==> config.mk <==
export PLATFORM = sky130hd
export DESIGN_NAME = text_line_folder
export DESIGN_NICKNAME = d
export VERILOG_FILES = /design/src/rtl/core/tlf_pkg.sv /design/src/rtl/core/tlf_col_unit.sv /design/src/rtl/core/tlf_word_buf.sv /design/src/rtl/core/tlf_ctrl.sv /design/src/rtl/core/text_line_folder.sv
export SDC_FILE = /design/constraint.sdc
export NUM_CORES = 1
export LEC_CHECK = 0
export ABC_AREA = 1
export BUFFER_PORTS_ARGS = -buffer_cell sky130_fd_sc_hd__buf_2
export CORE_ASPECT_RATIO = 0.7
export CORE_MARGIN = 5
export CORE_UTILIZATION = 45
export CTS_BUF_LIST = sky130_fd_sc_hd__clkbuf_4 sky130_fd_sc_hd__clkbuf_8 sky130_fd_sc_hd__clkbuf_16
export DETAILED_ROUTE_END_ITERATION = 10
export SLEW_MARGIN = 0
export SYNTH_ARGS = -nofsm -noshare
export SYNTH_HDL_FRONTEND = slang
export SYNTH_SLANG_ARGS = --single-unit
==> constraint.sdc <==
create_clock -name aclk -period 8.03 [get_ports aclk]
set_input_delay 0.803 -clock aclk [delete_from_list [all_inputs] [get_ports aclk]]
set_output_delay 0.803 -clock aclk [all_outputs]
set_load 0.01 [all_outputs]
==> src/rtl/core/tlf_pkg.sv <==
`default_nettype none

package tlf_pkg;

    localparam int CHAR_W    = 8;
    localparam int COL_W     = 6;
    localparam int CFG_IDX_W = 1;

    localparam logic [CFG_IDX_W-1:0] REG_LINE_WIDTH = 1'd0;
    localparam logic [CFG_IDX_W-1:0] REG_TAB_WIDTH  = 1'd1;

    localparam logic [COL_W-1:0] LINE_WIDTH_RST = 6'd20;
    localparam logic [COL_W-1:0] TAB_WIDTH_RST  = 6'd4;

    localparam logic [CHAR_W-1:0] CH_SPACE = 8'h20;
    localparam logic [CHAR_W-1:0] CH_TAB   = 8'h09;
    localparam logic [CHAR_W-1:0] CH_NL    = 8'h0A;

    typedef enum logic [2:0] {
        ST_IDLE,
        ST_CHECK,
        ST_ADV,
        ST_NL,
        ST_READ,
        ST_CHAR,
        ST_BLANK
    } state_t;

    // One output character request from the sequencer.
    typedef struct packed {
        logic              valid;
        logic [CHAR_W-1:0] data;
        logic              last;
    } emit_t;

endpackage

`default_nettype wire

==> src/rtl/core/tlf_col_unit.sv <==
`default_nettype none

// Shared adder and limit compare: sum = a + b, gt = sum > limit.
module tlf_col_unit (
    input  wire logic [tlf_pkg::COL_W-1:0] a,
    input  wire logic [tlf_pkg::COL_W-1:0] b,
    input  wire logic [tlf_pkg::COL_W-1:0] limit,
    output logic      [tlf_pkg::COL_W:0]   sum,
    output logic                           gt
);

    always_comb begin
        sum = {1'b0, a} + {1'b0, b};
        gt  = sum > {1'b0, limit};
    end

endmodule

`default_nettype wire

==> src/rtl/core/tlf_word_buf.sv <==
`default_nettype none

module tlf_word_buf #(
    parameter int DEPTH = 32,
    localparam int AW = $clog2(DEPTH)
) (
    input  wire logic                       aclk,
    input  wire logic                       wr_en,
    input  wire logic [AW-1:0]              wr_addr,
    input  wire logic [tlf_pkg::CHAR_W-1:0] wr_data,
    input  wire logic [AW-1:0]              rd_addr,
    output logic      [tlf_pkg::CHAR_W-1:0] rd_data
);

    logic [tlf_pkg::CHAR_W-1:0] mem [DEPTH];

    always_ff @(posedge aclk) begin
        if (wr_en) begin
            mem[wr_addr] <= wr_data;
        end
    end

    always_ff @(posedge aclk) begin
        rd_data <= mem[rd_addr];
    end

endmodule

`default_nettype wire

==> src/rtl/core/tlf_ctrl.sv <==
`default_nettype none

module tlf_ctrl #(
    parameter int MAX_WIDTH = 32,
    localparam int AW = $clog2(MAX_WIDTH),
    localparam int LW = $clog2(MAX_WIDTH + 1)
) (
    input  wire logic                        aclk,
    input  wire logic                        aresetn,
    input  wire logic                        in_valid,
    output logic                             in_ready,
    input  wire logic [tlf_pkg::CHAR_W-1:0]  in_char,
    input  wire logic                        in_eoi,
    input  wire logic [tlf_pkg::COL_W-1:0]   tab_width,
    input  wire logic                        out_free,
    output logic      [tlf_pkg::COL_W-1:0]   unit_a,
    output logic      [tlf_pkg::COL_W-1:0]   unit_b,
    input  wire logic [tlf_pkg::COL_W:0]     unit_sum,
    input  wire logic                        unit_gt,
    output logic                             buf_wr_en,
    output logic      [AW-1:0]               buf_wr_addr,
    output logic      [tlf_pkg::CHAR_W-1:0]  buf_wr_data,
    output logic      [AW-1:0]               buf_rd_addr,
    input  wire logic [tlf_pkg::CHAR_W-1:0]  buf_rd_data,
    output tlf_pkg::emit_t                   emit
);

    tlf_pkg::state_t state_reg, state_next;

    logic [tlf_pkg::CHAR_W-1:0] ch_reg, ch_next;
    logic                       eoi_reg, eoi_next;
    logic [LW-1:0]              wl_reg, wl_next;
    logic [tlf_pkg::COL_W-1:0]  col_reg, col_next;
    logic [AW-1:0]              idx_reg, idx_next;
    logic                       adv_word_reg, adv_word_next;

    logic                       is_space, is_tab, is_nl, blank_follow;
    logic                       flush, idx_last;
    logic [tlf_pkg::COL_W-1:0]  wl_ext, adv_n;

    always_comb begin
        is_space     = ch_reg == tlf_pkg::CH_SPACE;
        is_tab       = ch_reg == tlf_pkg::CH_TAB;
        is_nl        = ch_reg == tlf_pkg::CH_NL;
        blank_follow = !eoi_reg && (is_space || is_tab || is_nl);
        wl_ext       = tlf_pkg::COL_W'(wl_reg);
        adv_n        = adv_word_reg ? wl_ext
                                    : (is_space ? tlf_pkg::COL_W'(1) : tab_width);
        // In the check step the shared unit tests wl + 1 > limit, i.e. a word as long as the line limit.
        unit_a       = (state_reg == tlf_pkg::ST_CHECK) ? wl_ext : col_reg;
        unit_b       = (state_reg == tlf_pkg::ST_CHECK) ? tlf_pkg::COL_W'(1) : adv_n;
        flush        = (wl_reg != '0) && (eoi_reg || blank_follow || unit_gt);
        idx_last     = (LW'(idx_reg) + LW'(1)) == wl_reg;
    end

    always_comb begin
        state_next = state_reg;
        case (state_reg)
            tlf_pkg::ST_IDLE: begin
                if (in_valid) begin
                    state_next = tlf_pkg::ST_CHECK;
                end
            end
            tlf_pkg::ST_CHECK: begin
                if (flush) begin
                    state_next = tlf_pkg::ST_ADV;
                end else if (eoi_reg) begin
                    state_next = tlf_pkg::ST_IDLE;
                end else if (is_nl) begin
                    state_next = tlf_pkg::ST_BLANK;
                end else if (is_space || is_tab) begin
                    state_next = tlf_pkg::ST_ADV;
                end else begin
                    state_next = tlf_pkg::ST_IDLE;
                end
            end
            tlf_pkg::ST_ADV: begin
                if (unit_gt) begin
                    state_next = tlf_pkg::ST_NL;
                end else begin
                    state_next = adv_word_reg ? tlf_pkg::ST_READ : tlf_pkg::ST_BLANK;
                end
            end
            tlf_pkg::ST_NL: begin
                if (out_free) begin
                    state_next = adv_word_reg ? tlf_pkg::ST_READ : tlf_pkg::ST_BLANK;
                end
            end
            tlf_pkg::ST_READ: begin
                state_next = tlf_pkg::ST_CHAR;
            end
            tlf_pkg::ST_CHAR: begin
                if (out_free) begin
                    // After the word, the check step runs again to handle the character.
                    state_next = idx_last ? tlf_pkg::ST_CHECK : tlf_pkg::ST_READ;
                end
            end
            tlf_pkg::ST_BLANK: begin
                if (out_free) begin
                    state_next = tlf_pkg::ST_IDLE;
                end
            end
            default: begin
                state_next = tlf_pkg::ST_IDLE;
            end
        endcase
    end

    always_comb begin
        in_ready      = 1'b0;
        emit          = '0;
        buf_wr_en     = 1'b0;
        buf_wr_addr   = wl_reg[AW-1:0];
        buf_wr_data   = ch_reg;
        buf_rd_addr   = idx_reg;
        ch_next       = ch_reg;
        eoi_next      = eoi_reg;
        wl_next       = wl_reg;
        col_next      = col_reg;
        idx_next      = idx_reg;
        adv_word_next = adv_word_reg;
        case (state_reg)
            tlf_pkg::ST_IDLE: begin
                in_ready = 1'b1;
                if (in_valid) begin
                    ch_next  = in_char;
                    eoi_next = in_eoi;
                end
            end
            tlf_pkg::ST_CHECK: begin
                if (flush) begin
                    adv_word_next = 1'b1;
                    idx_next      = '0;
                end else if (!eoi_reg && !blank_follow) begin
                    if (wl_reg < LW'(MAX_WIDTH)) begin
                        buf_wr_en = 1'b1;
                        wl_next   = wl_reg + LW'(1);
                    end
                end else if (is_space || is_tab) begin
                    adv_word_next = 1'b0;
                end
            end
            tlf_pkg::ST_ADV: begin
                col_next = unit_gt ? adv_n : unit_sum[tlf_pkg::COL_W-1:0];
            end
            tlf_pkg::ST_NL: begin
                if (out_free) begin
                    emit = '{valid: 1'b1, data: tlf_pkg::CH_NL, last: 1'b0};
                end
            end
            tlf_pkg::ST_CHAR: begin
                if (out_free) begin
                    emit = '{valid: 1'b1, data: buf_rd_data,
                             last: idx_last && !blank_follow};
                    if (idx_last) begin
                        wl_next = '0;
                    end else begin
                        idx_next = idx_reg + AW'(1);
                    end
                end
            end
            tlf_pkg::ST_BLANK: begin
                if (out_free) begin
                    emit = '{valid: 1'b1, data: ch_reg, last: 1'b1};
                    if (is_nl) begin
                        col_next = '0;
                    end
                end
            end
            default: begin
            end
        endcase
    end

    always_ff @(posedge aclk) begin
        if (!aresetn) begin
            state_reg <= tlf_pkg::ST_IDLE;
            wl_reg    <= '0;
            col_reg   <= '0;
        end else begin
            state_reg <= state_next;
            wl_reg    <= wl_next;
            col_reg   <= col_next;
        end
    end

    always_ff @(posedge aclk) begin
        ch_reg       <= ch_next;
        eoi_reg      <= eoi_next;
        idx_reg      <= idx_next;
        adv_word_reg <= adv_word_next;
    end

endmodule

`default_nettype wire

==> src/rtl/core/text_line_folder.sv <==
// A request is taken only while the block is idle, so each is done before the next.
// A word flush reads its characters one by one from the word buffer, which has one
// read port and a registered read.
// Reset (aresetn low, synchronous): no pending word, column 0, line_width 20,
// tab_width 4, output empty. The word buffer itself is not cleared.
`default_nettype none

module text_line_folder #(
    parameter int MAX_WIDTH = 32  // longest word held, 2 to 60
) (
    input  wire logic                           aclk,
    input  wire logic                           aresetn,
    input  wire logic                           s_tvalid,
    output logic                                s_tready,
    input  wire logic [7:0]                     s_tdata,   // [7:0] in_char
    input  wire logic                           s_tuser,   // [0] end_of_input
    output logic                                m_tvalid,
    input  wire logic                           m_tready,
    output logic      [7:0]                     m_tdata,   // [7:0] out_char
    output logic                                m_tlast,
    input  wire logic                           cfg_valid,
    output logic                                cfg_ready,
    input  wire logic [tlf_pkg::CFG_IDX_W-1:0]  cfg_index,
    input  wire logic [tlf_pkg::COL_W-1:0]      cfg_data
);

    localparam int AW = $clog2(MAX_WIDTH);

    logic [tlf_pkg::COL_W-1:0]  lw_reg, lw_next;
    logic [tlf_pkg::COL_W-1:0]  tw_reg, tw_next;
    logic [tlf_pkg::COL_W-1:0]  limit;

    logic                       m_valid_reg, m_valid_next;
    logic [tlf_pkg::CHAR_W-1:0] m_data_reg, m_data_next;
    logic                       m_last_reg, m_last_next;
    logic                       out_free;

    logic [tlf_pkg::COL_W-1:0]  unit_a, unit_b;
    logic [tlf_pkg::COL_W:0]    unit_sum;
    logic                       unit_gt;

    logic                       buf_wr_en;
    logic [AW-1:0]              buf_wr_addr, buf_rd_addr;
    logic [tlf_pkg::CHAR_W-1:0] buf_wr_data, buf_rd_data;

    tlf_pkg::emit_t             emit;

    assign cfg_ready = 1'b1;

    always_comb begin
        lw_next = lw_reg;
        tw_next = tw_reg;
        if (cfg_valid) begin
            case (cfg_index)
                tlf_pkg::REG_LINE_WIDTH: lw_next = cfg_data;
                tlf_pkg::REG_TAB_WIDTH:  tw_next = cfg_data;
                default: begin
                end
            endcase
        end
    end

    // The effective limit is line_width held within 1 and MAX_WIDTH.
    always_comb begin
        if (lw_reg == '0) begin
            limit = tlf_pkg::COL_W'(1);
        end else if (lw_reg > tlf_pkg::COL_W'(MAX_WIDTH)) begin
            limit = tlf_pkg::COL_W'(MAX_WIDTH);
        end else begin
            limit = lw_reg;
        end
    end

    always_comb begin
        out_free     = !m_valid_reg || m_tready;
        m_valid_next = m_valid_reg && !m_tready;
        m_data_next  = m_data_reg;
        m_last_next  = m_last_reg;
        if (emit.valid) begin
            m_valid_next = 1'b1;
            m_data_next  = emit.data;
            m_last_next  = emit.last;
        end
    end

    always_ff @(posedge aclk) begin
        if (!aresetn) begin
            lw_reg      <= tlf_pkg::LINE_WIDTH_RST;
            tw_reg      <= tlf_pkg::TAB_WIDTH_RST;
            m_valid_reg <= 1'b0;
        end else begin
            lw_reg      <= lw_next;
            tw_reg      <= tw_next;
            m_valid_reg <= m_valid_next;
        end
    end

    always_ff @(posedge aclk) begin
        m_data_reg <= m_data_next;
        m_last_reg <= m_last_next;
    end

    assign m_tvalid = m_valid_reg;
    assign m_tdata  = m_data_reg;
    assign m_tlast  = m_last_reg;

    tlf_col_unit u_col_unit (
        .a     (unit_a),
        .b     (unit_b),
        .limit (limit),
        .sum   (unit_sum),
        .gt    (unit_gt)
    );

    tlf_word_buf #(
        .DEPTH (MAX_WIDTH)
    ) u_word_buf (
        .aclk    (aclk),
        .wr_en   (buf_wr_en),
        .wr_addr (buf_wr_addr),
        .wr_data (buf_wr_data),
        .rd_addr (buf_rd_addr),
        .rd_data (buf_rd_data)
    );

    tlf_ctrl #(
        .MAX_WIDTH (MAX_WIDTH)
    ) u_ctrl (
        .aclk        (aclk),
        .aresetn     (aresetn),
        .in_valid    (s_tvalid),
        .in_ready    (s_tready),
        .in_char     (s_tdata),
        .in_eoi      (s_tuser),
        .tab_width   (tw_reg),
        .out_free    (out_free),
        .unit_a      (unit_a),
        .unit_b      (unit_b),
        .unit_sum    (unit_sum),
        .unit_gt     (unit_gt),
        .buf_wr_en   (buf_wr_en),
        .buf_wr_addr (buf_wr_addr),
        .buf_wr_data (buf_wr_data),
        .buf_rd_addr (buf_rd_addr),
        .buf_rd_data (buf_rd_data),
        .emit        (emit)
    );

endmodule

`default_nettype wire

# After elaboration in Yosys (flattened, before gate mapping)
# Memory sizes are Yosys's and may differ from the RTL's. A register that Yosys moved wholly into a read port is not among the register bits.
# Cells that the tools add are included.
# totals
regBits	52
ramBits	256
in_bits	21
memories	1
# op_classes
n_addsub	4
n_lt_le_gt_ge	3
eq_ne	22
mux	46
bitwise	1
reduce_logical	28
# memory_table
memory	words	word_bits	rd	rd_ports_with_merged_regs	wr	line	text
u_word_buf.mem	32	8	1	1	1	tlf_word_buf.sv:15	logic [tlf_pkg::CHAR_W-1:0] mem [DEPTH];
# ops
op	n
two-way mux 6 bit	14
two-way mux 10 bit	3
case mux 10 bit (3 select lines)	1
two-way mux 3 bit	9
case mux 6 bit (2 select lines)	2
case mux 3 bit (7 select lines)	1
== test 8 x 4 -> 1 bit (second input constant)	2
!= test 2 bit (second input constant)	8
two-way mux 5 bit	3
two-way mux 1 bit	10
case mux 5 bit (2 select lines)	1
== test 3 bit (second input constant)	3
== test 8 x 6 -> 1 bit (second input constant)	1
!= test 2 x 1 -> 1 bit (second input constant)	4
AND reduction 4 bit	2
adder 6 x 6 -> 7 bit	1
greater-than comparator 7 x 6 -> 1 bit	1
adder 5 x 1 -> 6 bit (second input constant)	1
adder 6 x 1 -> 6 bit (second input constant)	1
== test 3 x 2 -> 1 bit (second input constant)	2
== test 6 bit	1
greater-than comparator 6 bit (second input constant)	1
logical NOT 6 bit	1
less-than comparator 6 bit (second input constant)	1
13 further kinds	30

# Longest topological paths before layout
# Gate-level depths: netlist of the first run.
# depth
depth_word	12
mapped_depth	27
ltp_nobuf	26

# Hierarchy
# A second synthesis of the first run with hierarchy kept.
# unflattened
hier_cells	1383
area_unflattened_um2	14082.3
# by_module_without_submodules
module	n_inst	cells_per_inst	area_each_um2	seq_area_each_um2
tlf_word_buf	1	922	10786.6	7847.5
tlf_ctrl	1	308	2069.5	750.7
text_line_folder	1	83	803.3	530.5
tlf_col_unit	1	70	422.9	0.0

# Worst setup path after synthesis of the first run
# OpenSTA, ideal clock, no wires.
# synth_timing
kind	reg2reg
from	register u_ctrl.ch_reg, in the netlist u_ctrl.buf_wr_data[1]
to	memory u_word_buf.mem[31][0] in the netlist's numbering, enable pin
setup_time_ns	0.395
arrival_time_ns	4.198
required_time_ns	7.635
path_slack_ns	3.437
path_stages_with_launch	21
period_less_slack_ns	4.593
cell_sequence	edfxtp_1 -> nor2_1 -> nand4_4 -> a31oi_1 -> or2_2 -> ha_1 -> fa_1 -> nand2_1 -> nand3_2 -> nand2_2 -> xnor2_1 -> ha_1 -> nand2_1 -> nand2_1 -> a21oi_1 -> nand2_1 -> nand2_1 -> nand2_2 -> o21bai_4 -> nand2_4 -> nor4_1
# synth_via
elab_chain_cells	12
elab_cells_between_ends	21
classes_between	1 x add/sub; 1 x order compare; 3 x eq/ne; 8 x mux; 8 x reduce/logical
# synth_rtl
element	line	text
start, declared	tlf_ctrl.sv:30	logic [tlf_pkg::CHAR_W-1:0] ch_reg, ch_next;
start signal, assigned	tlf_ctrl.sv:188	ch_reg <= ch_next;
== test 8 x 6 -> 1 bit	tlf_ctrl.sv:42	is_space = ch_reg == tlf_pkg::CH_SPACE;
two-way mux 6 bit	tlf_ctrl.sv:48	: (is_space ? tlf_pkg::COL_W'(1) : tab_width);
two-way mux 6 bit	tlf_ctrl.sv:47	adv_n = adv_word_reg ? wl_ext
two-way mux 6 bit	tlf_ctrl.sv:51	unit_b = (state_reg == tlf_pkg::ST_CHECK) ? tlf_pkg::COL_W'(1) : adv_n;
adder 6 x 6 -> 7 bit	tlf_col_unit.sv:13	sum = {1'b0, a} + {1'b0, b};
greater-than comparator 7 x 6 -> 1 bit	tlf_col_unit.sv:14	gt = sum > {1'b0, limit};
logical OR 1 bit	tlf_ctrl.sv:52	flush = (wl_reg != '0) && (eoi_reg || blank_follow || unit_gt);
logical AND 1 bit	tlf_ctrl.sv:52	
two-way mux 1 bit (*)	tlf_ctrl.sv:131	if (flush) begin
two-way mux 1 bit (*)	tlf_ctrl.sv:122	case (state_reg)
two-way mux 1 bit (*)	tlf_word_buf.sv:18	if (wr_en) begin
two-way mux 1 bit (implied by the code) (*)	tlf_word_buf.sv:19	mem[wr_addr] <= wr_data;
end, declared	tlf_word_buf.sv:15	
# Every way passes the cells marked *; elsewhere a longest branch is shown, timed or not.

# Worst setup path after layout of the first run
# layout_timing
from	register u_ctrl.ch_reg, in the netlist u_ctrl.buf_wr_data[5]
to	memory u_word_buf.mem[1][7] in the netlist's numbering, enable pin
# The elaborated chain is that of the path after synthesis.

==> impl_metrics.tcl, run 1 <==
set metrics [dict create \
    status "completed" \
    syn_avg_cell_area_um2 11.2 \
    die_h_um 155 \
    synth.distinct_cells 44 \
    nFillCells 2619 \
    async_flop_share_pct 0 \
    cts_buffer_depth 3 \
    final_nets 1264 \
    grt_antenna_before_repair 0 \
    io_buffers 31 \
    worst_slew_pin_slew_ps 1080 \
    total_power_mw 5.42 \
    grt_setup_unrepaired "no" \
    crit_path_start_kind "flop" \
    grtUsageTotal_pct 21.1 \
    clk_latency_ps 540 \
    combPwrFrac_pct 34.8 \
    drt_iter0_drc 1042 \
    firstDrtPassIters 5 \
    post-route-period-util_pct 66.4 \
    clk_pin_slew_ps 60 \
    power.switching_mw 2.06 \
    dpl.hpwl_um 23200 \
    numCtsBuffers 29 \
    top_register "u_word_buf.mem" \
    wl_per_cell_um 21.8 \
    cts_hold_buf 0 \
    ir_drop_v 0.000167 \
    grt_max_degree 83 \
    p_seq_share_pct 38.5 \
    grt_pass1_wl_um 54800 \
    finalClockSkew_ps 14.3 \
    swShare_pct 37.9 \
    grt_pass1_vias 8809 \
    yosysWarnings 0 \
    regArea_mm2 0.00913 \
    crit_type "reg -> reg" \
    core_region_area_mm2 0.0298 \
    antenna_left 0 \
    synth.ff_latch_count 316 \
    finalSetupViolations 0 \
    powerDensity_mw_per_mm2 361 \
    arrival_ps 5500 \
    slew_violations 0 \
    synthCells 1209 \
    leakage_nw 5.36 \
    yosys_most_used_dff "edfxtp_1" \
    fin_ws_ps 2700 \
    synth_fp_nets 1248 \
    hp-class "in -> reg" \
    io-pin-count 33 \
    largest_register_ffs 256 \
    place_worst_setup_slack_ps 2760 \
    cts_max_level 1 \
    rows 53 \
    antennaDiodeCount 0 \
    drv_cap 0 \
    critPathRequiredTime_ps 8200 \
    finalHoldViolCount 0 \
    cts_tree "done" \
    syn_to_final_growth_pct 11.2 \
    via_per_inst 5.73 \
    synth_edf_count 280 \
    dpl.cell_count 1579 \
    gp_congestion 0.882 \
    routed_wl_um 35500 \
    cts_resized 0 \
    cts.sinks 316 \
    layout.cells.non_filler 1632 \
    maxSlewHeadroom_pct 27.5 \
    seq_area_frac_synth_pct 67.7 \
    initial_utilization_pct 45.3 \
    drc 0 \
    power_frac_clock_pct 26.7 \
    die_area_mm2 0.0336 \
    tns_ps 0 \
    cp_max_fo 33 \
    power.internal_mw 3.36 \
    root_buffer "clkbuf_16" \
    vias 9355 \
    post-route-min-period_ps 5330 \
    layout-drive-gt1-share_pct 10.8 \
    die_w_um 217 \
    cts_setup_buffers 0 \
    critPathCaptureType "flop" \
    mappedNetlistArea_mm2 0.0135 \
    grt_overflow 0 \
    multiInputGateArea_mm2 0.00386 \
    fmax_ghz 0.188 \
]
## power groups by stage
stage | sequential, mW | combinational, mW | clock, mW
floorplan | 2.12 | 1.21 | 0
global placement | 2.12 | 1.84 | 0
detailed placement | 2.12 | 1.84 | 0
CTS | 2.08 | 1.85 | 1.47
global route | 2.10 | 2.08 | 1.53
finish | 2.09 | 1.89 | 1.45
## kinds of logic after synthesis
family                     after synthesis  share of synthesized area (%)
and+or+nand+nor                        456                           14.2
DFF                                    316                           67.7
AOI/OAI and AO/OA                      289                           12.3
buffers and inverters                  124                           3.68
adders and majority gates               18                           1.73
xor gates and xnor gates                 5                          0.325
other                                    1                         0.0278
## cell usage in the layout, fill, tap and decap left out, types with 2 or more instances in the layout
master     instances
buf_2             31
a31oi_1            3
bufinv_16          2
nand2_2            3
edfxtp_1         280
nand4_4            2
nand3_1           35
buf_4             17
o221ai_1          25
nor2_1           212
inv_1             49
ha_1              17
o21ai_0          138
clkinv_2           3
clkbuf_8           4
xor2_1             4
nand2_1          175
dfxtp_1           36
nand2_4            6
a21oi_1           35
o211ai_1           5
clkbuf_16         32
clkbuf_4          10
clkinv_1           4
or2_2              3
nor3_1             2
o21ai_1           16
o22ai_1           61
nor2_2             6
inv_2              8
nand4_1            6
## worst paths after layout
kind         depth (start not counted)  slack (ps)                              to                            start
min                                  1         440        u_ctrl.eoi_reg$_DFFE_PP_                          s_tuser
max reg2reg                         25        2700  u_word_buf.mem[1][7]$_DFFE_PP_  u_ctrl.buf_wr_data[5]$_DFFE_PP_
min reg2reg                          2         490          lw_reg[4]$_SDFFE_PN1P_           lw_reg[4]$_SDFFE_PN1P_
max                                 25        2700  u_word_buf.mem[1][7]$_DFFE_PP_  u_ctrl.buf_wr_data[5]$_DFFE_PP_
## cell usage after synthesis, drive strengths merged (3+ instances only)
master | count | share of area, %
nor2 | 219 | 6.3
o22ai | 61 | 2.8
clkbuf | 47 | 1.3
nand2 | 184 | 5.5
o221ai | 25 | 1.6
nand3 | 36 | 1.4
ha | 17 | 1.6
inv | 58 | 1.6
xor2 | 4 | 0.26
nor3 | 3 | 0.19
a31oi | 3 | 0.14
buf | 16 | 0.66
edfxtp | 280 | 62
a21oi | 36 | 1.4
dfxtp | 36 | 5.3
clkinv | 3 | 0.084
nand4 | 8 | 0.59
or2 | 3 | 0.14
o211ai | 5 | 0.28
o21ai | 154 | 5.7
## cell type report
cell class / instances / share of cell area, %
multi-input combinational: 769 / 25.7
tap: 385 / 3.21
clock buffer: 46 / 6.21
timing repair buffer: 48 / 1.89
clock inverter: 7 / 0.576
sequential: 316 / 60.9
inverter: 61 / 1.54
## per-layer routing
layer | vias to the layer above | share of wire [%] | GRT usage, %
met5 | - | 0 | 0
met3 | 44 | 12 | 6.12
met2 | 475 | 38 | 27.2
met1 | 4487 | 49 | 35.1
met4 | 0 | 1.6 | 3.64
li1 | 4349 | - | -
## critical path: stages, from the launching register on
cell and delay [ps]:
edfxtp_1 320, buf_4 350, inv_1 130, nor2_1 180, nand4_4 200, nand2_1 100
nand2_1 50, o21ai_0 120, nor2_1 80, ha_1 360, nand2_1 100, nand2_1 60
a31oi_1 180, xor2_1 260, inv_1 80, ha_1 290, inv_2 30, nor2_1 130
nand4_1 110, nand2_1 180, nand2_2 100, o21bai_4 210, nand2_4 100, nor3_4 370
nand2_4 220, nor2_1 600
## stage by stage
| stage | cell area [um^2] | hold slack, ps | utilization, % |
|---|---|---|---|
| 5_1_grt | 15000 | 414 | 50.4 |
| 2_1_floorplan | 13500 | 430 | - |
| 3_5_place_dp | 14000 | 482 | 47.0 |
| 4_1_cts | 15000 | 413 | 50.4 |
| 3_3_place_gp | 14000 | 476 | 47.0 |
| 6_report | 15000 | 438 | 50.4 |
(Power assumes the default switching activity.)
==> inputs of run 2 (changes only) <==
==> constraint.sdc (replaced) <==
create_clock -name aclk -period 5.09 [get_ports aclk]
set_input_delay 0.509 -clock aclk [delete_from_list [all_inputs] [get_ports aclk]]
set_output_delay 0.509 -clock aclk [all_outputs]
set_load 0.01 [all_outputs]
==> impl_metrics.tcl, run 2 (synthesis results as in run 1) <==
set metrics [dict create \
    placed_cell_area_mm2 0.0140 \
    grtUsageTotal_pct 21.4 \
    grt_pass1_vias 8958 \
    cts_buffer_depth 3 \
    hp-class "in -> reg" \
    status "completed" \
    largest_register_ffs 256 \
    place_worst_setup_slack_ps 269 \
    layout-drive-gt1-share_pct 13.1 \
    via_per_inst 5.86 \
    fmax_ghz 0.206 \
    initial_utilization_pct 45.3 \
    final_nets 1272 \
    clk_pin_slew_ps 70 \
    ir_drop_v 0.000246 \
    grt_antenna_before_repair 0 \
    root_buffer "clkbuf_16" \
    cts_setup_buffers 0 \
    crit_type "reg -> reg" \
    grt_pass1_wl_um 55200 \
    powerDensity_mw_per_mm2 577 \
    antenna_left 0 \
    drt_iter0_drc 1214 \
    io-pin-count 33 \
    clk_latency_ps 560 \
    dpl.cell_count 1585 \
    grt_overflow 0 \
    total_power_mw 8.74 \
    critPathRequiredTime_ps 5280 \
    syn_to_final_growth_pct 12.4 \
    wl_per_cell_um 22.4 \
    finalClockSkew_ps 22.5 \
    final_cell_mix "edfxtp_1 (280), nor2_1 (188), nand2_1 (175)" \
    critPathCaptureType "flop" \
    cts.sinks 316 \
    tns_ps 0 \
    finalSetupViolations 0 \
    dpl.hpwl_um 23800 \
    fin_ws_ps 244 \
    cts_tree "done" \
    cts_max_level 1 \
    drv_cap 0 \
    numCtsBuffers 31 \
    post-route-period-util_pct 95.2 \
    r2r_slack_ps 240 \
    antennaDiodeCount 0 \
    drc 0 \
    die_h_um 155 \
    grt_max_degree 72 \
    layout_commonest_cell "edfxtp_1" \
    firstDrtPassIters 5 \
    post-route-min-period_ps 4850 \
    worst_slew_pin_slew_ps 1070 \
    core_region_area_mm2 0.0298 \
    routed_wl_um 36700 \
    hold_ws_ps 127 \
    top_register "u_word_buf.mem" \
    rows 53 \
    die_w_um 217 \
    io_buffers 31 \
    gp_congestion 0.913 \
    final_util_pct 50.9 \
    die_area_mm2 0.0336 \
    cp_max_fo 8 \
    grt_setup_unrepaired "yes" \
    vias 9603 \
    maxSlewHeadroom_pct 28.7 \
    slew_violations 0 \
    arrival_ps 5030 \
    leakage_nw 5.40 \
    finalHoldViolCount 0 \
    crit_path_start_kind "flop" \
    layout.cells.non_filler 1640 \
    design_area_mm2 0.0152 \
]
-- run 2: cell count changes in the layout (fill, tap and decap cells not counted) --
cell        previous run  this run
nor2_1               212       188
nor2_2                 6        30
buf_4                 17        23
clkbuf_4              10         4
bufinv_16              2         6
clkbuf_8               4         0
clkinv_2               3         7
clkinv_1               4         7
clkbuf_16             32        31
clkinvlp_4             1         2
inv_8                  0         1
-- run 2: path summary, 6_finish.rpt --
| kind | startpoint | to | depth (start not counted) |
|---|---|---|---|
| hold reg to reg | tw_reg[2]$_SDFFE_PN1P_ | tw_reg[2]$_SDFFE_PN1P_ | 2 |
| hold / removal | s_tuser | u_ctrl.eoi_reg$_DFFE_PP_ | 1 |
| setup reg to reg | u_ctrl.buf_wr_data[5]$_DFFE_PP_ | u_word_buf.mem[13][5]$_DFFE_PP_ | 23 |
| setup / recovery | u_ctrl.buf_wr_data[5]$_DFFE_PP_ | u_word_buf.mem[13][5]$_DFFE_PP_ | 23 |
-- run 2: worst max-delay path: stages, from the launching register on --
cell	delay (ps)
edfxtp_1	380
inv_1	90
nor2_1	60
nand4_4	140
a31oi_1	120
or2_2	290
ha_1	220
fa_1	460
nand2_1	90
nand3_2	60
nand2_2	80
xnor2_1	160
ha_1	290
nand2_1	70
nand2_1	50
a21oi_1	120
nand2_1	60
nand2_1	110
nand2_2	90
o21bai_4	200
nand2_4	90
nor3_4	350
nand2_4	260
nor2_1	600
-- run 2: timing repair --
item,4_1_cts,5_1_grt
hold buffers,0,0
endpoints found under the setup margin,0,248
resized for setup,0,24
-- run 2: report_power, final --
| group | switching [mW] | internal (mW) |
|---|---|---|
| sequential | 0.175 | 3.15 |
| combinational | 2.18 | 0.827 |
| clock | 0.965 | 1.44 |
| total | 3.32 | 5.41 |
-- run 2: layer usage --
metal	track usage (%)	part of all wire, %	vias up
li1	-	-	4371
met5	0	0	-
met4	4.21	1.7	0
met3	5.44	13	51
met1	35.4	45	4639
met2	28.3	40	542
-- run 2: layout make-up --
type	count	area, um^2
well taps	385	482
clock buffers	35	806
fillers	2602	14600
multi-input cells	769	3920
repair buffers	54	328
inverters	61	231
clock inverters	20	256
flip-flops and latches	316	9130
==> inputs of run 3 (changes only) <==
--- a/config.mk
+++ b/config.mk
@@ -15,4 +15,5 @@
 export SLEW_MARGIN = 0
 export SYNTH_ARGS = -nofsm -noshare
 export SYNTH_HDL_FRONTEND = slang
+export SYNTH_HIERARCHICAL = 1
 export SYNTH_SLANG_ARGS = --single-unit
==> impl_metrics.tcl, run 3 <==
set metrics [dict create \
    powerDensity_mw_per_mm2 430 \
    antennaDiodeCount 0 \
    grt_max_degree 73 \
    power_frac_clock_pct 33.2 \
    gp_congestion 0.921 \
    io_buffers 31 \
    ir_drop_v 0.000309 \
    final_cell_mix "nand2_1 (464), edfxtp_1 (280), nand3_1 (227)" \
    grt_pass1_vias 9407 \
    cts_max_level 1 \
    cts_setup_buffers 0 \
    leakage_nw 6.02 \
    status "completed" \
    grt_overflow 0 \
    cts.sinks 316 \
    die_w_um 221 \
    core_region_area_mm2 0.0310 \
    drv_cap 0 \
    synthCells 1382 \
    combPwrFrac_pct 21.6 \
    grt_pass1_wl_um 56200 \
    post-route-period-util_pct 95.9 \
    vias 10100 \
    initial_utilization_pct 45.4 \
    final_util_pct 50.6 \
    power.switching_mw 2.07 \
    power.internal_mw 4.66 \
    fmax_ghz 0.205 \
    rows 54 \
    layout.cells.non_filler 1873 \
    cpMostUsedCell "nand2_1" \
    firstDrtPassIters 5 \
    clk_pin_slew_ps 70 \
    syn_avg_cell_area_um2 10.2 \
    finalHoldViolCount 0 \
    layout_commonest_cell "nand2_1" \
    routed_wl_um 37000 \
    mappedNetlistArea_mm2 0.0141 \
    io-pin-count 33 \
    crit_family "simple AND/OR/NAND/NOR gates" \
    slew_violations 0 \
    syn_to_final_growth_pct 11.4 \
    slowest_delay_ps 550 \
    critPathRequiredTime_ps 5280 \
    root_buffer "clkbuf_16" \
    critPathCaptureType "flop" \
    maxSlewHeadroom_pct 18.2 \
    drc 0 \
    crit_type "reg -> reg" \
    finalSetupViolations 0 \
    dpl.cell_count 1821 \
    drt_iter0_drc 1373 \
    finalClockSkew_ps 15.5 \
    antenna_left 0 \
    clk_latency_ps 560 \
    cp_max_fo 8 \
    cts_tree "done" \
    p_seq_share_pct 45.2 \
    synth_fp_nets 1419 \
    numCtsBuffers 29 \
    via_per_inst 5.37 \
    crit_buf_inv 6 \
    swShare_pct 30.8 \
    final_nets 1469 \
    hp-class "in -> reg" \
    grtUsageTotal_pct 20.8 \
    post-route-min-period_ps 4880 \
    arrival_ps 5070 \
    cts_buffer_depth 3 \
    die_h_um 158 \
    cp_slowest_cell "nor2_1" \
    dpl.hpwl_um 23600 \
    grt_antenna_before_repair 0 \
    top_register "u_word_buf/mem" \
    layout-drive-gt1-share_pct 11.6 \
    die_area_mm2 0.0350 \
    largest_register_ffs 256 \
    worst_slew_pin_slew_ps 1230 \
    yosysWarnings 6 \
    grt_setup_unrepaired "yes" \
    nFillCells 2810 \
    crit_path_start_kind "flop" \
    wl_per_cell_um 19.8 \
]
-- run 3: cell type report --
cell class / count / area, um^2 / share of cell area [%]
multi-input combinational: 927 / 4210 / 26.8
tap: 420 / 526 / 3.35
clock buffer: 37 / 851 / 5.43
timing repair buffer: 85 / 561 / 3.57
sequential: 316 / 9130 / 58.2
inverter: 73 / 277 / 1.76
clock inverter: 15 / 133 / 0.846
-- run 3: power by group through the flow --
stage	clock (mW)	combinational, mW	sequential, mW
floorplan	0	0.948	3.13
global placement	0	1.41	3.10
detailed placement	0	1.42	3.10
CTS	2.28	1.42	3.04
global route	2.39	1.60	3.05
finish	2.24	1.45	3.05
-- run 3: path summary, 6_finish.rpt --
kind	startpoint	to	slack [ps]	cells past startpoint
max	u_ctrl/state_reg[0]$_SDFFE_PN0P_	u_word_buf/mem[21][6]$_DFFE_PP_	210	26
min	s_tdata[5]	u_ctrl/buf_wr_data[5]$_DFFE_PP_	120	1
min reg2reg	u_ctrl/col_reg[0]$_SDFFE_PN0P_	u_ctrl/col_reg[0]$_SDFFE_PN0P_	470	2
max reg2reg	u_ctrl/state_reg[0]$_SDFFE_PN0P_	u_word_buf/mem[21][6]$_DFFE_PP_	210	26
-- run 3: layer usage --
layer | vias to the layer above | share of wire, % | wire [um] | track usage (%)
li1 | 4800 | - | - | -
met1 | 4784 | 49 | 18300 | 33.2
met2 | 419 | 39 | 14400 | 28.5
met3 | 47 | 10 | 3700 | 5.30
met4 | 0 | 1.7 | 615 | 4.14
met5 | - | 0 | 0 | 0
-- run 3: stage by stage --
stage	setup TNS, ps	power [mW]	setup WS (ps)	hold slack [ps]	instance area [um^2]
2_1_floorplan	0	4.08	486	442	14100
3_3_place_gp	0	4.51	245	460	14700
3_5_place_dp	0	4.52	155	460	14700
4_1_cts	0	6.74	144	98.6	15700
5_1_grt	-999	7.04	-48.4	98.3	15700
6_report	0	6.74	208	123	15700
-- run 3: repair_timing --
item	4_1_cts	5_1_grt
gates resized for setup	0	11
hold buffers	0	0
endpoints found under the setup margin	0	144
endpoints found under the hold margin	0	0
